`src/sv/tlf_pkg.sv`:
```
// Shared types, constants and the control-store program for the text line folder.
// No dependencies; every other file of the block but tlf_ram imports this package.
`timescale 1ns / 1ps

package tlf_pkg;

    // Field widths.
    localparam int BYTE_W     = 8;
    localparam int CNT_W      = 7;
    localparam int LIM_W      = 7;
    localparam int TAB_W      = 5;
    localparam int CFG_IDX_W  = 2;
    localparam int CFG_DATA_W = 7;
    localparam int UPC_W      = 5;

    // Upper bound on the column limit, keeping one item's output run short.
    localparam int FOLD_CAP = 40;

    // Character codes.
    localparam logic [BYTE_W-1:0] CH_BLANK   = 8'd32;
    localparam logic [BYTE_W-1:0] CH_TAB     = 8'd9;
    localparam logic [BYTE_W-1:0] CH_NEWLINE = 8'd10;
    localparam logic [BYTE_W-1:0] CH_HYPHEN  = 8'd45;

    // Configuration register indexes and reset values.
    localparam logic [CFG_IDX_W-1:0] REG_LINE_LIMIT = 2'd0;
    localparam logic [CFG_IDX_W-1:0] REG_TAB_WIDTH  = 2'd1;
    localparam logic [LIM_W-1:0]     LIMIT_RESET    = 7'd40;
    localparam logic [TAB_W-1:0]     TAB_RESET      = 5'd4;

    typedef logic [UPC_W-1:0] upc_t;

    // Control-store addresses.
    localparam upc_t UPC_IDLE        = 5'd0;
    localparam upc_t UPC_SP_TEST     = 5'd1;
    localparam upc_t UPC_SP_BREAK    = 5'd2;
    localparam upc_t UPC_SP_WORD     = 5'd3;
    localparam upc_t UPC_SP_STREAM   = 5'd4;
    localparam upc_t UPC_SP_TEST_WS  = 5'd5;
    localparam upc_t UPC_SP_BREAK_WS = 5'd6;
    localparam upc_t UPC_SP_SEP      = 5'd7;
    localparam upc_t UPC_NL_TEST     = 5'd8;
    localparam upc_t UPC_NL_BREAK    = 5'd9;
    localparam upc_t UPC_NL_WORD     = 5'd10;
    localparam upc_t UPC_NL_STREAM   = 5'd11;
    localparam upc_t UPC_NL_END      = 5'd12;
    localparam upc_t UPC_OV_START    = 5'd13;
    localparam upc_t UPC_OV_STREAM   = 5'd14;
    localparam upc_t UPC_OV_HYPHEN   = 5'd15;
    localparam upc_t UPC_OV_END      = 5'd16;
    localparam upc_t UPC_ORD_STORE   = 5'd17;

    // Source of the byte sent out by a step.
    typedef enum logic [2:0] {
        EM_NONE,
        EM_NL,
        EM_HYPHEN,
        EM_CHAR,
        EM_MEM
    } emit_t;

    // Line column count update.
    typedef enum logic [1:0] {
        LC_KEEP,
        LC_ZERO,
        LC_ADD_WC,
        LC_ADD_WS
    } lc_op_t;

    // Word length update.
    typedef enum logic [1:0] {
        WC_KEEP,
        WC_ZERO,
        WC_ONE,
        WC_INC
    } wc_op_t;

    // Stream index update.
    typedef enum logic [1:0] {
        IX_KEEP,
        IX_ZERO,
        IX_INC
    } idx_op_t;

    // Word store read address.
    typedef enum logic [1:0] {
        RD_NONE,
        RD_ZERO,
        RD_LIM1,
        RD_NEXT
    } rd_sel_t;

    // Word store write: new byte at the tail, or carried byte at the head.
    typedef enum logic [1:0] {
        WR_NONE,
        WR_TAIL,
        WR_HEAD
    } wr_sel_t;

    // End of a streaming loop: the word length, or the limit minus one.
    typedef enum logic {
        END_WC,
        END_LIM1
    } end_sel_t;

    // Jump condition.
    typedef enum logic [2:0] {
        JC_NEXT,
        JC_ALWAYS,
        JC_DISPATCH,
        JC_WORD_FITS,
        JC_WC_ZERO,
        JC_WS_FITS,
        JC_MORE
    } jcond_t;

    // One control word.
    typedef struct packed {
        logic     accept;
        emit_t    emit;
        logic     last;
        lc_op_t   lc_op;
        wc_op_t   wc_op;
        idx_op_t  idx_op;
        rd_sel_t  rd_sel;
        wr_sel_t  wr_sel;
        end_sel_t end_sel;
        jcond_t   cond;
        upc_t     target;
    } uword_t;

    // Status from the datapath back to the sequencer.
    typedef struct packed {
        logic advance;
        logic is_sep;
        logic is_nl;
        logic wc_full;
        logic word_fits;
        logic wc_zero;
        logic ws_fits;
        logic more;
    } uflags_t;

    localparam uword_t UWORD_NOP = '{
        accept:  1'b0,
        emit:    EM_NONE,
        last:    1'b0,
        lc_op:   LC_KEEP,
        wc_op:   WC_KEEP,
        idx_op:  IX_KEEP,
        rd_sel:  RD_NONE,
        wr_sel:  WR_NONE,
        end_sel: END_WC,
        cond:    JC_NEXT,
        target:  UPC_IDLE
    };

    // The control store. A conditional jump goes to target when the
    // condition holds and falls through to the next step otherwise.
    function automatic uword_t ucode(input upc_t pc);
        uword_t w;
        w = UWORD_NOP;
        unique case (pc)
            UPC_IDLE:
            begin
                w.accept = 1'b1;
                w.cond   = JC_DISPATCH;
            end
            // Blank or tab: word, then the separator, each on a new line if needed.
            UPC_SP_TEST:
            begin
                w.cond   = JC_WORD_FITS;
                w.target = UPC_SP_WORD;
            end
            UPC_SP_BREAK:
            begin
                w.emit  = EM_NL;
                w.lc_op = LC_ZERO;
            end
            UPC_SP_WORD:
            begin
                w.lc_op  = LC_ADD_WC;
                w.idx_op = IX_ZERO;
                w.rd_sel = RD_ZERO;
                w.cond   = JC_WC_ZERO;
                w.target = UPC_SP_TEST_WS;
            end
            UPC_SP_STREAM:
            begin
                w.emit    = EM_MEM;
                w.idx_op  = IX_INC;
                w.rd_sel  = RD_NEXT;
                w.end_sel = END_WC;
                w.cond    = JC_MORE;
                w.target  = UPC_SP_STREAM;
            end
            UPC_SP_TEST_WS:
            begin
                w.cond   = JC_WS_FITS;
                w.target = UPC_SP_SEP;
            end
            UPC_SP_BREAK_WS:
            begin
                w.emit  = EM_NL;
                w.lc_op = LC_ZERO;
            end
            UPC_SP_SEP:
            begin
                w.emit   = EM_CHAR;
                w.last   = 1'b1;
                w.lc_op  = LC_ADD_WS;
                w.wc_op  = WC_ZERO;
                w.cond   = JC_ALWAYS;
                w.target = UPC_IDLE;
            end
            // Newline: word, then the newline; counts start over.
            UPC_NL_TEST:
            begin
                w.cond   = JC_WORD_FITS;
                w.target = UPC_NL_WORD;
            end
            UPC_NL_BREAK:
            begin
                w.emit = EM_NL;
            end
            UPC_NL_WORD:
            begin
                w.idx_op = IX_ZERO;
                w.rd_sel = RD_ZERO;
                w.cond   = JC_WC_ZERO;
                w.target = UPC_NL_END;
            end
            UPC_NL_STREAM:
            begin
                w.emit    = EM_MEM;
                w.idx_op  = IX_INC;
                w.rd_sel  = RD_NEXT;
                w.end_sel = END_WC;
                w.cond    = JC_MORE;
                w.target  = UPC_NL_STREAM;
            end
            UPC_NL_END:
            begin
                w.emit   = EM_NL;
                w.last   = 1'b1;
                w.lc_op  = LC_ZERO;
                w.wc_op  = WC_ZERO;
                w.cond   = JC_ALWAYS;
                w.target = UPC_IDLE;
            end
            // Full word: split it with a hyphen, carry the last byte over.
            UPC_OV_START:
            begin
                w.idx_op = IX_ZERO;
                w.rd_sel = RD_ZERO;
            end
            UPC_OV_STREAM:
            begin
                w.emit    = EM_MEM;
                w.idx_op  = IX_INC;
                w.rd_sel  = RD_NEXT;
                w.end_sel = END_LIM1;
                w.cond    = JC_MORE;
                w.target  = UPC_OV_STREAM;
            end
            UPC_OV_HYPHEN:
            begin
                w.emit   = EM_HYPHEN;
                w.rd_sel = RD_LIM1;
            end
            UPC_OV_END:
            begin
                w.emit   = EM_NL;
                w.last   = 1'b1;
                w.wr_sel = WR_HEAD;
                w.wc_op  = WC_ONE;
                w.lc_op  = LC_ZERO;
                w.cond   = JC_ALWAYS;
                w.target = UPC_ORD_STORE;
            end
            // Ordinary byte: append to the word.
            UPC_ORD_STORE:
            begin
                w.wr_sel = WR_TAIL;
                w.wc_op  = WC_INC;
                w.cond   = JC_ALWAYS;
                w.target = UPC_IDLE;
            end
            default:
            begin
                w.cond   = JC_ALWAYS;
                w.target = UPC_IDLE;
            end
        endcase
        return w;
    endfunction

endpackage

```
`src/sv/tlf_raw_if.sv`:
```
// Input channel of the text line folder: one text byte per item.
// Depends on tlf_pkg for the byte width.
`timescale 1ns / 1ps

interface tlf_raw_if import tlf_pkg::*; ();
    logic              valid;
    logic              ready;
    logic [BYTE_W-1:0] in_byte;

    modport source (output valid, output in_byte, input ready);
    modport sink   (input valid, input in_byte, output ready);
    modport mon    (input valid, input ready, input in_byte);
endinterface

```
`src/sv/tlf_folded_if.sv`:
```
// Output channel of the text line folder: one folded text byte per item.
// Depends on tlf_pkg for the byte width.
`timescale 1ns / 1ps

interface tlf_folded_if import tlf_pkg::*; ();
    logic              valid;
    logic              ready;
    logic [BYTE_W-1:0] out_byte;
    logic              last_of_run;

    modport source (output valid, output out_byte, output last_of_run, input ready);
    modport sink   (input valid, input out_byte, input last_of_run, output ready);
    modport mon    (input valid, input ready, input out_byte, input last_of_run);
endinterface

```
`src/sv/tlf_cfg_if.sv`:
```
// Configuration write channel of the text line folder: register index and data.
// Depends on tlf_pkg for the index and data widths.
`timescale 1ns / 1ps

interface tlf_cfg_if import tlf_pkg::*; ();
    logic                  valid;
    logic                  ready;
    logic [CFG_IDX_W-1:0]  index;
    logic [CFG_DATA_W-1:0] data;

    modport source (output valid, output index, output data, input ready);
    modport sink   (input valid, input index, input data, output ready);
    modport mon    (input valid, input ready, input index, input data);
endinterface

```
`src/sv/tlf_ram.sv`:
```
// Generic single-write, single-read RAM with a registered read port.
// No dependencies.
`timescale 1ns / 1ps

module tlf_ram #(
    parameter int WIDTH = 8,
    parameter int DEPTH = 64
) (
    input  logic                     clk,
    input  logic                     wr_en,
    input  logic [$clog2(DEPTH)-1:0] wr_addr,
    input  logic [WIDTH-1:0]         wr_data,
    input  logic                     rd_en,
    input  logic [$clog2(DEPTH)-1:0] rd_addr,
    output logic [WIDTH-1:0]         rd_data
);

    logic [WIDTH-1:0] mem [DEPTH];
    logic [WIDTH-1:0] rd_data_reg;

    // Write port.
    always_ff @(posedge clk)
    begin
        if (wr_en)
        begin
            mem[wr_addr] <= wr_data;
        end
    end

    // Read port; the data holds while no read is issued.
    always_ff @(posedge clk)
    begin
        if (rd_en)
        begin
            rd_data_reg <= mem[rd_addr];
        end
    end

    assign rd_data = rd_data_reg;

endmodule

```
`src/sv/tlf_seq.sv`:
```
// Microcode sequencer of the text line folder: step counter, control store, jumps.
// Depends on tlf_pkg for the control word, status flags and program.
`timescale 1ns / 1ps

module tlf_seq import tlf_pkg::*; (
    input  logic    clk,
    input  logic    rst_n,
    input  uflags_t flags,
    output uword_t  ctrl
);

    upc_t pc_reg;
    upc_t pc_next;
    upc_t pc_inc;
    upc_t dispatch_target;

    assign ctrl   = ucode(pc_reg);
    assign pc_inc = upc_t'(pc_reg + upc_t'(1));

    // Entry point for a newly accepted byte, by its class.
    always_comb
    begin
        priority if (flags.is_sep)
        begin
            dispatch_target = UPC_SP_TEST;
        end
        else if (flags.is_nl)
        begin
            dispatch_target = UPC_NL_TEST;
        end
        else if (flags.wc_full)
        begin
            dispatch_target = UPC_OV_START;
        end
        else
        begin
            dispatch_target = UPC_ORD_STORE;
        end
    end

    // Next step; a step that cannot finish this cycle is repeated.
    always_comb
    begin
        pc_next = pc_reg;
        if (flags.advance)
        begin
            unique case (ctrl.cond)
                JC_NEXT:      pc_next = pc_inc;
                JC_ALWAYS:    pc_next = ctrl.target;
                JC_DISPATCH:  pc_next = dispatch_target;
                JC_WORD_FITS: pc_next = flags.word_fits ? ctrl.target : pc_inc;
                JC_WC_ZERO:   pc_next = flags.wc_zero ? ctrl.target : pc_inc;
                JC_WS_FITS:   pc_next = flags.ws_fits ? ctrl.target : pc_inc;
                JC_MORE:      pc_next = flags.more ? ctrl.target : pc_inc;
                default:      pc_next = UPC_IDLE;
            endcase
        end
    end

    always_ff @(posedge clk or negedge rst_n)
    begin
        if (!rst_n)
        begin
            pc_reg <= UPC_IDLE;
        end
        else
        begin
            pc_reg <= pc_next;
        end
    end

endmodule

```
`src/sv/tlf_dpath.sv`:
```
// Datapath of the text line folder: counts, word store, output register, config.
// Depends on tlf_pkg, the three channel interfaces and tlf_ram.
`timescale 1ns / 1ps

module tlf_dpath import tlf_pkg::*; #(
    parameter int BUFFER_DEPTH = 64
) (
    input  logic            clk,
    input  logic            rst_n,
    input  uword_t          ctrl,
    output uflags_t         flags,
    tlf_raw_if.sink         raw,
    tlf_folded_if.source    folded,
    tlf_cfg_if.sink         cfg
);

    localparam int AW      = $clog2(BUFFER_DEPTH);
    localparam int CAP_INT = (BUFFER_DEPTH < FOLD_CAP) ? BUFFER_DEPTH : FOLD_CAP;
    localparam logic [LIM_W-1:0] LIM_CAP = LIM_W'(CAP_INT);
    localparam logic [LIM_W-1:0] LIM_MIN = LIM_W'(2);

    logic [LIM_W-1:0]  line_limit_reg;
    logic [TAB_W-1:0]  tab_width_reg;
    logic [CNT_W-1:0]  wc_reg;
    logic [CNT_W-1:0]  wc_next;
    logic [CNT_W-1:0]  lc_reg;
    logic [CNT_W-1:0]  lc_next;
    logic [CNT_W-1:0]  idx_reg;
    logic [CNT_W-1:0]  idx_next;
    logic [CNT_W-1:0]  idx_inc;
    logic [BYTE_W-1:0] byte_reg;
    logic              out_valid_reg;
    logic              out_valid_next;
    logic [BYTE_W-1:0] out_byte_reg;
    logic              out_last_reg;

    logic [LIM_W-1:0]  lim;
    logic [LIM_W-1:0]  lim_m1;
    logic [LIM_W-1:0]  cfg_lim;
    logic [TAB_W-1:0]  ws;
    logic [CNT_W:0]    word_sum;
    logic [CNT_W:0]    ws_sum;
    logic [CNT_W-1:0]  end_val;
    logic              can_load;
    logic              advance;
    logic              load;
    logic [BYTE_W-1:0] emit_byte;
    logic              limit_wr;
    logic              tab_wr;

    logic              ram_wr_en;
    logic [AW-1:0]     ram_wr_addr;
    logic [BYTE_W-1:0] ram_wr_data;
    logic              ram_rd_en;
    logic [AW-1:0]     ram_rd_addr;
    logic [BYTE_W-1:0] ram_rd_data;

    // Column limit clamped to the supported range.
    function automatic logic [LIM_W-1:0] eff_limit(input logic [LIM_W-1:0] v);
        logic [LIM_W-1:0] r;
        if (v < LIM_MIN)
        begin
            r = LIM_MIN;
        end
        else if (v > LIM_CAP)
        begin
            r = LIM_CAP;
        end
        else
        begin
            r = v;
        end
        return r;
    endfunction

    assign lim     = eff_limit(line_limit_reg);
    assign lim_m1  = lim - LIM_W'(1);
    assign cfg_lim = eff_limit(cfg.data[LIM_W-1:0]);

    // Configuration writes are always taken.
    assign cfg.ready = 1'b1;
    assign limit_wr  = cfg.valid && (cfg.index == REG_LINE_LIMIT);
    assign tab_wr    = cfg.valid && (cfg.index == REG_TAB_WIDTH);

    // An accept step ends on input; others when their byte (if any) can load.
    assign can_load  = !out_valid_reg || folded.ready;
    assign raw.ready = ctrl.accept;
    always_comb
    begin
        if (ctrl.accept)
        begin
            advance = raw.valid;
        end
        else if (ctrl.emit != EM_NONE)
        begin
            advance = can_load;
        end
        else
        begin
            advance = 1'b1;
        end
    end
    assign load = advance && (ctrl.emit != EM_NONE);

    // Column tests.
    assign ws       = (byte_reg == CH_TAB) ? tab_width_reg : TAB_W'(1);
    assign word_sum = {1'b0, lc_reg} + {1'b0, wc_reg};
    assign ws_sum   = {1'b0, lc_reg} + (CNT_W+1)'(ws);
    assign end_val  = (ctrl.end_sel == END_LIM1) ? lim_m1 : wc_reg;
    assign idx_inc  = idx_reg + CNT_W'(1);

    always_comb
    begin
        flags.advance   = advance;
        flags.is_sep    = (raw.in_byte == CH_BLANK) || (raw.in_byte == CH_TAB);
        flags.is_nl     = (raw.in_byte == CH_NEWLINE);
        flags.wc_full   = (wc_reg >= lim);
        flags.word_fits = (word_sum <= {1'b0, lim});
        flags.wc_zero   = (wc_reg == '0);
        flags.ws_fits   = (ws_sum <= {1'b0, lim});
        flags.more      = (idx_inc < end_val);
    end

    // Byte sent out by the current step.
    always_comb
    begin
        unique case (ctrl.emit)
            EM_NL:     emit_byte = CH_NEWLINE;
            EM_HYPHEN: emit_byte = CH_HYPHEN;
            EM_CHAR:   emit_byte = byte_reg;
            EM_MEM:    emit_byte = ram_rd_data;
            default:   emit_byte = '0;
        endcase
    end

    // Word store access.
    always_comb
    begin
        ram_wr_en   = advance && (ctrl.wr_sel != WR_NONE);
        ram_wr_addr = (ctrl.wr_sel == WR_HEAD) ? '0 : AW'(wc_reg);
        ram_wr_data = (ctrl.wr_sel == WR_HEAD) ? ram_rd_data : byte_reg;
        ram_rd_en   = (ctrl.rd_sel != RD_NONE);
        unique case (ctrl.rd_sel)
            RD_ZERO: ram_rd_addr = '0;
            RD_LIM1: ram_rd_addr = AW'(lim_m1);
            RD_NEXT: ram_rd_addr = advance ? AW'(idx_inc) : AW'(idx_reg);
            default: ram_rd_addr = AW'(idx_reg);
        endcase
    end

    tlf_ram #(
        .WIDTH (BYTE_W),
        .DEPTH (BUFFER_DEPTH)
    ) u_word_store (
        .clk     (clk),
        .wr_en   (ram_wr_en),
        .wr_addr (ram_wr_addr),
        .wr_data (ram_wr_data),
        .rd_en   (ram_rd_en),
        .rd_addr (ram_rd_addr),
        .rd_data (ram_rd_data)
    );

    // Counter updates.
    always_comb
    begin
        lc_next  = lc_reg;
        wc_next  = wc_reg;
        idx_next = idx_reg;
        if (advance)
        begin
            unique case (ctrl.lc_op)
                LC_ZERO:   lc_next = '0;
                LC_ADD_WC: lc_next = word_sum[CNT_W-1:0];
                LC_ADD_WS: lc_next = ws_sum[CNT_W-1:0];
                default:   lc_next = lc_reg;
            endcase
            unique case (ctrl.wc_op)
                WC_ZERO: wc_next = '0;
                WC_ONE:  wc_next = CNT_W'(1);
                WC_INC:  wc_next = wc_reg + CNT_W'(1);
                default: wc_next = wc_reg;
            endcase
            unique case (ctrl.idx_op)
                IX_ZERO: idx_next = '0;
                IX_INC:  idx_next = idx_inc;
                default: idx_next = idx_reg;
            endcase
        end
        // A lowered limit cuts a longer pending word.
        if (limit_wr && (wc_reg > cfg_lim))
        begin
            wc_next = cfg_lim;
        end
    end

    // Output register handshake.
    always_comb
    begin
        if (load)
        begin
            out_valid_next = 1'b1;
        end
        else if (folded.ready)
        begin
            out_valid_next = 1'b0;
        end
        else
        begin
            out_valid_next = out_valid_reg;
        end
    end

    // Control state.
    always_ff @(posedge clk or negedge rst_n)
    begin
        if (!rst_n)
        begin
            line_limit_reg <= LIMIT_RESET;
            tab_width_reg  <= TAB_RESET;
            wc_reg         <= '0;
            lc_reg         <= '0;
            out_valid_reg  <= 1'b0;
        end
        else
        begin
            if (limit_wr)
            begin
                line_limit_reg <= cfg.data[LIM_W-1:0];
            end
            if (tab_wr)
            begin
                tab_width_reg <= cfg.data[TAB_W-1:0];
            end
            wc_reg        <= wc_next;
            lc_reg        <= lc_next;
            out_valid_reg <= out_valid_next;
        end
    end

    // Payload registers.
    always_ff @(posedge clk)
    begin
        idx_reg <= idx_next;
        if (ctrl.accept && raw.valid)
        begin
            byte_reg <= raw.in_byte;
        end
        if (load)
        begin
            out_byte_reg <= emit_byte;
            out_last_reg <= ctrl.last;
        end
    end

    assign folded.valid       = out_valid_reg;
    assign folded.out_byte    = out_byte_reg;
    assign folded.last_of_run = out_last_reg;

endmodule

```
`src/sv/text_line_folder_core.sv`:
```
// Top level of the text line folder: greedy word wrap of a byte stream.
// Depends on tlf_pkg, the channel interfaces, tlf_seq and tlf_dpath.
//
//   Channel   Dir   Payload                     Item
//   raw       in    in_byte[7:0]                one input text byte
//   folded    out   out_byte[7:0], last_of_run  one folded text byte
//   cfg       in    index[1:0], data[6:0]       one register write
//
// An ordinary byte is stored; a blank, tab or newline sends the word and then
// itself, after a newline where either does not fit; a full word sends all but
// its last byte, a hyphen and a newline, and carries the last byte over. One
// control step runs per cycle and at most one byte per cycle leaves through a
// single output register, so a step that sends a byte waits while folded is
// stalled. Reset clears the word and line counts and the output valid flag.
`timescale 1ns / 1ps

module text_line_folder_core import tlf_pkg::*; #(
    parameter int BUFFER_DEPTH = 64
) (
    input  logic         clk,
    input  logic         rst_n,
    tlf_raw_if.sink      raw,
    tlf_folded_if.source folded,
    tlf_cfg_if.sink      cfg
);

    uword_t  ctrl;
    uflags_t flags;

    // Control sequencer.
    tlf_seq u_seq (
        .clk   (clk),
        .rst_n (rst_n),
        .flags (flags),
        .ctrl  (ctrl)
    );

    // Datapath with the word store.
    tlf_dpath #(
        .BUFFER_DEPTH (BUFFER_DEPTH)
    ) u_dpath (
        .clk    (clk),
        .rst_n  (rst_n),
        .ctrl   (ctrl),
        .flags  (flags),
        .raw    (raw),
        .folded (folded),
        .cfg    (cfg)
    );

endmodule

```
`src/flat_wrapper.sv`:
```
// flat-port wrapper written by rule: the top's interface ports become plain ports
module text_line_folder_core_flat import tlf_pkg::*;
#(
    parameter int BUFFER_DEPTH = 64
)
  (clk, rst_n, raw_valid, raw_in_byte, raw_ready, folded_valid, folded_out_byte, folded_last_of_run, folded_ready, cfg_valid, cfg_index, cfg_data, cfg_ready);
  tlf_raw_if raw_i ();
  tlf_folded_if folded_i ();
  tlf_cfg_if cfg_i ();
  input  logic clk;
  input  logic rst_n;
  input wire logic [$bits(raw_i.valid)-1:0] raw_valid;
  input wire logic [$bits(raw_i.in_byte)-1:0] raw_in_byte;
  output wire logic [$bits(raw_i.ready)-1:0] raw_ready;
  output wire logic [$bits(folded_i.valid)-1:0] folded_valid;
  output wire logic [$bits(folded_i.out_byte)-1:0] folded_out_byte;
  output wire logic [$bits(folded_i.last_of_run)-1:0] folded_last_of_run;
  input wire logic [$bits(folded_i.ready)-1:0] folded_ready;
  input wire logic [$bits(cfg_i.valid)-1:0] cfg_valid;
  input wire logic [$bits(cfg_i.index)-1:0] cfg_index;
  input wire logic [$bits(cfg_i.data)-1:0] cfg_data;
  output wire logic [$bits(cfg_i.ready)-1:0] cfg_ready;
  assign raw_i.valid = raw_valid;
  assign raw_i.in_byte = raw_in_byte;
  assign raw_ready = raw_i.ready;
  assign folded_valid = folded_i.valid;
  assign folded_out_byte = folded_i.out_byte;
  assign folded_last_of_run = folded_i.last_of_run;
  assign folded_i.ready = folded_ready;
  assign cfg_i.valid = cfg_valid;
  assign cfg_i.index = cfg_index;
  assign cfg_i.data = cfg_data;
  assign cfg_ready = cfg_i.ready;
  text_line_folder_core #(.BUFFER_DEPTH(BUFFER_DEPTH)) u_core (.clk(clk), .rst_n(rst_n), .raw(raw_i), .folded(folded_i), .cfg(cfg_i));
endmodule
```
`config.mk`:
```
export PLATFORM = sky130hd
export DESIGN_NAME = text_line_folder_core_flat
export DESIGN_NICKNAME = d
export VERILOG_FILES = /design/src/sv/tlf_pkg.sv /design/src/sv/tlf_raw_if.sv /design/src/sv/tlf_folded_if.sv /design/src/sv/tlf_cfg_if.sv /design/src/sv/tlf_ram.sv /design/src/sv/tlf_seq.sv /design/src/sv/tlf_dpath.sv /design/src/sv/text_line_folder_core.sv /design/src/flat_wrapper.sv
export SDC_FILE = /design/constraint.sdc
export NUM_CORES = 1
export LEC_CHECK = 0
export BUFFER_PORTS_ARGS = -buffer_cell sky130_fd_sc_hd__buf_2
export CAP_MARGIN = 10
export CELL_PAD_IN_SITES_DETAIL_PLACEMENT = 2
export CELL_PAD_IN_SITES_GLOBAL_PLACEMENT = 2
export CORE_MARGIN = 1.5
export CORE_UTILIZATION = 35
export CTS_CLUSTER_SIZE = 8
export DETAILED_ROUTE_END_ITERATION = 7
export GPL_TIMING_DRIVEN = 0
export PLACE_DENSITY_LB_ADDON = 0.1
export SKIP_CTS_REPAIR_TIMING = 1
export SYNTH_ARGS = -nofsm -noshare
export SYNTH_HDL_FRONTEND = slang
export SYNTH_SLANG_ARGS = --single-unit
```
`constraint.sdc`:
```
create_clock -name clk -period 10.7 [get_ports clk]
set_clock_uncertainty 0.15 [all_clocks]
set_input_delay 0.535 -clock clk [delete_from_list [all_inputs] [get_ports clk]]
set_output_delay 0.535 -clock clk [all_outputs]
set_load 0.05 [all_outputs]
```
Word level (Yosys, flattened, before mapping)
Memory sizes are Yosys's and may differ from the RTL's. A register that Yosys moved wholly into a read port is not among the register bits.
Cells that the tools add are included.
{ "word_totals": {"ff_bits": 56, "ram_bits": 512, "input_bits": 22, "output_inout_bits": 12, "word_cells": 144, "memories": 1} }
{ "op_classes": {"add_sub_neg": 6, "magnitude_cmp": 9, "eq_ne": 44, "n_mux": 41, "n_reduce_logical": 33} }
{ "mem_list": {"columns": ["memory", "words", "word_bits", "rd", "rd_ports_with_merged_regs", "write_ports", "line", "rtl"], "rows": [
  ["u_core.u_dpath.u_word_store.mem", 64, 8, 1, 1, 1, "tlf_ram.sv:18", "logic [WIDTH-1:0] mem [DEPTH];"]
]} }
{ "op_table": {"columns": ["cell", "n"], "rows": [
  ["$mux 7", 7],
  ["$pmux 5 s9", 1],
  ["$pmux 7 s3", 2],
  ["$eq 5x4->1 const B", 8],
  ["$mux 5", 8],
  ["$pmux 5 s7", 1],
  ["$pmux 8 s4", 1],
  ["$eq 8x4->1 const B", 3],
  ["$eq 5x3->1 const B", 4],
  ["$pmux 2 s3", 3],
  ["$pmux 3 s6", 1],
  ["$pmux 6 s3", 1],
  ["$eq 2x2->1 const B", 8],
  ["$le 8x7->1", 2],
  ["$add 7x1->7 const B", 2],
  ["$gt 7x6->1 const B", 2],
  ["$lt 7x2->1 const B", 2],
  ["$pmux 7 s2", 1],
  ["$eq 3x2->1 const B", 4],
  ["$eq 3x3->1 const B", 4],
  ["$mux 6", 2],
  ["$pmux 3 s4", 1],
  ["$eq 2x1->1 const B", 5],
  ["$eq 5x2->1 const B", 2],
  ["other kinds (29)", 58]
]} }

Longest topological paths before layout
{ "logic_depth": {"word_depth": 9, "mapped_depth": 21, "depth_no_buf": 19} }

Modules after synthesis
A second synthesis with hierarchy kept.
{ "unflattened": {"hier_cells": 1571, "hier_area_um2": 25762.2} }
{ "by_module_without_submodules": {"columns": ["mod", "instances", "cells_per_inst", "area_each_um2", "seq_area_each_um2"], "rows": [
  ["tlf_ram", 1, 940, 20246.9, 15615.0],
  ["tlf_dpath", 1, 469, 4415.5, 1400.1],
  ["tlf_seq", 1, 162, 1099.8, 125.1]
]} }

Least setup slack after synthesis
Ideal clock, no wire load.
{ "synth_timing": {"path_kind": "reg2reg", "from": "register u_core.u_seq.pc_reg[0]", "to": "memory u_core.u_dpath.u_word_store.mem[10][0], enable pin", "setup_time_ns": 0.395, "t_arrival_ns": 3.871, "required_time_ns": 10.155, "slack_ns": 6.284, "path_stages_with_launch": 10, "n_path_buf": 1, "synth_period_minus_slack_ns": 4.416, "path_cell_list": "dfrtp_1 > inv_1 > ha_1 > buf_2 > nor4b_2 > or2_2 > o21ai_2 > nor3_1 > nand4_1 > nor4_1"} }
{ "synth_between": {"word_cells_on_any_way": 26, "classes_between": "12 x eq/ne; 8 x mux; 6 x reduce/logical"} }
{ "synth_lines": {"columns": ["item", "line", "rtl"], "rows": [
  ["start: declaration", "tlf_seq.sv:12", "upc_t pc_reg;"],
  ["start signal: assignment", "tlf_seq.sv:68", "pc_reg <= pc_next;"],
  ["$logic_not 5->1", "tlf_pkg.sv:163", "unique case (pc)"],
  ["$mux 1", "tlf_pkg.sv:163", null],
  ["via raw_ready", "flat_wrapper.sv:14", "output wire logic [$bits(raw_i.ready)-1:0] raw_ready;"],
  ["$mux 1", "tlf_dpath.sv:90", "if (ctrl.accept)"],
  ["$logic_and 1x1->1", "tlf_dpath.sv:139", "ram_wr_en = advance && (ctrl.wr_sel != WR_NONE);"],
  ["$mux 1", "tlf_ram.sv:24", "if (wr_en)"],
  ["$mux 1 (not written as such)", "tlf_ram.sv:26", "mem[wr_addr] <= wr_data;"],
  ["end: declaration", "tlf_ram.sv:18", null]
]} }
The timed path passes the listed nets, and every way through them passes these cells.

Worst setup path in the final report
{ "layout_timing": {"from": "register u_core.u_seq.pc_reg[0]", "to": "register u_core.u_dpath.u_word_store.rd_data_reg[5] (netlist: u_core.u_dpath.u_word_store.rd_data[5]) (read register of u_core.u_dpath.u_word_store.mem) (data pin)"} }
{ "layout_between": {"elab_chain_cells": 8, "word_cells_on_any_way": 29, "classes_between": "16 x eq/ne; 7 x mux; 6 x reduce/logical"} }
{ "layout_rtl": {"columns": ["item", "line", "rtl"], "rows": [
  ["$eq 5x4->1 (tied with other cells)", "tlf_pkg.sv:163", null],
  ["$reduce_or 5->1 (no line) or $reduce_or 3->1 (tied branches)", null, null],
  ["$pmux 3 s4", "tlf_pkg.sv:163", null],
  ["$reduce_bool 3->1", "tlf_dpath.sv:94", "else if (ctrl.emit != EM_NONE)"],
  ["$mux 1", "tlf_dpath.sv:94", null],
  ["$mux 1", "tlf_dpath.sv:90", null],
  ["$mux 6", "tlf_dpath.sv:146", "RD_NEXT: ram_rd_addr = advance ? AW'(idx_inc) : AW'(idx_reg);"],
  ["$pmux 6 s3", "tlf_dpath.sv:143", "unique case (ctrl.rd_sel)"],
  ["end: declaration", "tlf_ram.sv:19", "logic [WIDTH-1:0] rd_data_reg;"]
]} }
Parallel ways exist; a longest one is shown, timed or not.
A chain may end at the register's enable or synchronous reset.

==> metrics.md <==
| Metric | Value |
|---|---|
| Worst Hold Launch | `cfg_data[6]` |
| Final Hold Vio Count | `0` |
| R2R depth | `19` |
| Total grt overflow | `0` |
| Most frequent cells in the layout | `544 x edfxtp_1, 337 x nand2_1, 114 x nor2_1, 88 x mux2i_1, 86 x clkbuf_16` |
| I/O Buffers | `32` |
| Post-synth top flop | `edfxtp_1` |
| Final period utilization | `0.6600` |
| CP Cell Sequence | `inv_1 -> ha_1 -> buf_2 -> nor2b_1 -> a22oi_1 -> nor2_1 -> inv_1 -> ha_1 -> clkbuf_1 -> nor2_1 -> o21ai_1 -> o211ai_1 -> clkbuf_1 -> buf_2 -> nand2_1 -> a31oi_1 -> nand4_1 -> nor4b_1 -> nor4_1` |
| Clk root buf | `clkbuf_16` |
| Psw | `3.251 mW` |
| GRT Total Usage | `0.2441` |
| Slew headroom | `0.1592` |
| Clock Tree Buf Depth | `3` |
| GPL Wtd Cong | `0.8323` |
| Max FFs per register | `around 500` |
| Skew-Pair Late Insertion Delay | `0.63 ns` |
| Initial antenna violation count | `1` |
| Reg2reg end | `u_core.u_dpath.u_word_store.rd_data[5]` |
| Clk slew on worst S/H paths | `approximately 0.06 ns` |
| Arr. time, crit path | `~7.2 ns` |
| Sequential share of power | `0.347` |
| Die Width | `between 200 and 300 um` |
| R2r startpoint | `u_core.u_seq.pc_reg[0]` |
| Iter 0 DRT Violations | `~1200` |
| Final ANT Viol Nets | `0` |
| Nets@finish | `between 2000 and 2500` |
| Worst path bufs/invs | `6` |
| Drt total wl | `approximately 92 mm` |
| Final core utilization | `0.4097` |
| Htree depth | `3` |
| Total core area | `0.07333 mm^2` |
| Fmax | `141.6 MHz` |
| Worst path top cell family by delay | `simple AND/OR/NAND/NOR gates` |
| Post-synthesis cell count | `2027` |
| Internal reg-to-reg setup slack | `between 3 and 4 ns` |
| Routed WL per cell | `around 29 um` |
| Cell count after placement | `3030` |
| Layout area overhead | `15.20%` |
| Clock share of power | `0.291` |
| Synth Cell Area | `0.02608 mm^2` |
| Static Leak | `10.46 nW` |
| Cell row count | `99` |
| Die area | `around 0.076 mm^2` |
| CTS tree | `built` |
| Remaining DRCs | `0` |
| Number of synthesized flops with an enable pin | `around 540` |
| Slowest cell on crit path | `o211ai_1` |
| Commonest non-fill, non-tap cell in the layout | `edfxtp_1` |
| Vias in the first global route | `19370` |
| Maxcap violations | `0` |
| Yosys warns | `0` |
| Yosys top cell by area | `edfxtp_1` |
| Critical path fanouts, max | `10` |
| Post-synth ARST share | `0.05556` |
| Internal Pwr Total | `between 5 and 6 mW` |
| Final HPWL DP | `63.13 mm` |
| IO Pins | `34` |
| Final setup vio count | `0` |
| Largest net degree at the start of global routing | `65` |
| CP Data Required Time | `roughly 11 ns` |
| CP max stage delay | `roughly 0.88 ns` |
| Critical Path Start Type | `flip-flop` |
| CP Class | `reg2reg` |
| Setup WS pre-CTS | `between 3 and 4 ns` |
| Register area share after synthesis | `0.6572` |
| Largest cells by area after synthesis | `edfxtp_1 63%, nand2_1 5.0%, mux2i_1 3.4%` |
| Hold depth | `2` |
| Vias per cell | `5.695` |
| Via count | `roughly 18000` |
| Fin Setup TNS | `0 ns` |
| CTS sink count | `about 580` |
| Combinational share of power | `0.363` |
| Final WS setup | `3.638 ns` |
| Hold Path End | `u_core.u_dpath.line_limit_reg[6]` |
| Run status | `complete, no violations` |
| Minimum clock period after layout | `slightly above 7 ns` |
| Switch share | `0.3906` |
| Reg with most FFs | `u_core.u_dpath.u_word_store.mem` |
| Yosys top cell area share | `0.6263` |
| Min-delay worst type | `in2reg` |
| First-pass GRT wire length | `approximately 130 mm` |
| Share of layout cells above drive strength 1 | `0.1156` |
| CTS buffer count | `82` |
| Worst Tran Pin Value | `1.252 ns` |
| Synthesis-stage register bit count | `between 500 and 600` |
| Die height | `approximately 280 um` |
| Mapped Avg Cell Area | `12.87 um^2` |
| First-pass DRT Iterations | `6` |
| Peak supply drop | `roughly 0.00012 V` |
| Starting density of the core | `0.3557` |
| Fin cells | `3149` |
| Pwr Density | `277.0 mW/mm^2` |
| Slew Limit Fails | `0` |
| Setup crit end kind | `flip-flop` |
| Netlist cell types | `roughly 80` |
| RSZ-0062 raised after global routing | `no` |
worst max-delay path by stage:
stage / from / to / slack (ns) / cells after the start
after floorplan: u_core.u_seq.pc_reg[0] / u_core.u_dpath.u_word_store.mem[10][0] / 6.28 / 9
after global placement: u_core.u_seq.pc_reg[0] / u_core.u_dpath.u_word_store.rd_data[5] / 3.88 / 19
after detailed placement: u_core.u_seq.pc_reg[0] / u_core.u_dpath.u_word_store.rd_data[5] / 3.62 / 19
after CTS: u_core.u_seq.pc_reg[0] / u_core.u_dpath.u_word_store.rd_data[5] / 3.64 / 19
after global routing: u_core.u_seq.pc_reg[0] / u_core.u_dpath.u_word_store.rd_data[5] / 3.14 / 19
final: u_core.u_seq.pc_reg[0] / u_core.u_dpath.u_word_store.rd_data[5] / 3.64 / 19
cell type report:
type                       count  area (um^2)
inverter                      31        116.4
buffer                       116        571.8
fill                        7420        43290
multi-input combinational   1308         8341
sequential                   576        17140
tap                          959         1200
clock buffer                 103         2236
clock inverter                 5        66.31
antenna                        1        2.502
timing repair buffer          50        371.6
metal layers:
metal / routed length [um] / track usage / share of wire
met4: 2535 / 0.07551 / 0.028
met3: 3617 / 0.03017 / 0.039
met5: 0 / 0 / 0
met1: 41070 / 0.3291 / 0.45
met2: 44790 / 0.4105 / 0.49
cells by family (layout without fill, tap and decap cells):
family                   count (synthesis)  count (layout)  share of synthesized area
adder cells (fa/ha/maj)                 61              61                    0.02984
AND/OR/NAND/NOR                        755             755                     0.1375
multiplexers                           121             121                    0.04816
buffers and inverters                  147             305                    0.02639
XOR/XNOR                                19              19                   0.006380
flip-flops                             576             576                     0.6572
AO/OA/AOI/OAI                          347             347                    0.09436
other                                    1               6                  0.0001438
worst reg2reg max path, stage by stage, from the launching register on:
cell	delay [ns]
dfrtp_1	0.44
inv_1	0.12
ha_1	0.15
buf_2	0.23
nor2b_1	0.31
a22oi_1	0.11
nor2_1	0.42
inv_1	0.14
ha_1	0.22
clkbuf_1	0.23
nor2_1	0.48
o21ai_1	0.17
o211ai_1	0.88
clkbuf_1	0.66
buf_2	0.42
nand2_1	0.13
a31oi_1	0.19
nand4_1	0.18
nor4b_1	0.26
nor4_1	0.83
cells in the mapped netlist (all sizes together) (17+ instances only):
cell      n
a21oi    55
inv      31
nand2b   17
nor4     29
mux2i    88
nand2   345
a311oi   29
edfxtp  544
nor3     21
nand3    42
clkbuf   50
ha       59
a211oi   49
o21ai    67
nor2    114
nand4    49
dfrtp    29
and3     19
nor4b    17
and2     53
a31oi    18
buf      66
mux2     33
power by group through the flow:
stage               logic [mW]  registers (mW)  clock network (mW)
CTS                       3.05            2.89                2.47
detailed placement        3.02            2.93                   0
global route              3.22            2.90                2.54
floorplan                 1.64            2.98                   0
global placement          2.88            2.97                   0
finish                    3.02            2.89                2.42
metrics by stage:
stage / power [mW] / instance area, um^2 / hold WS, ns
floorplan: 4.621 / 26100 / 0.08941
global placement: 5.853 / 27460 / 0.3455
detailed placement: 5.950 / 27650 / 0.3574
CTS: 8.399 / 29950 / -0.1371
global route: 8.657 / 30040 / 0.05829
finish: 8.324 / 30050 / 0.06465
No activity file was read; power rests on OpenSTA's default activity.
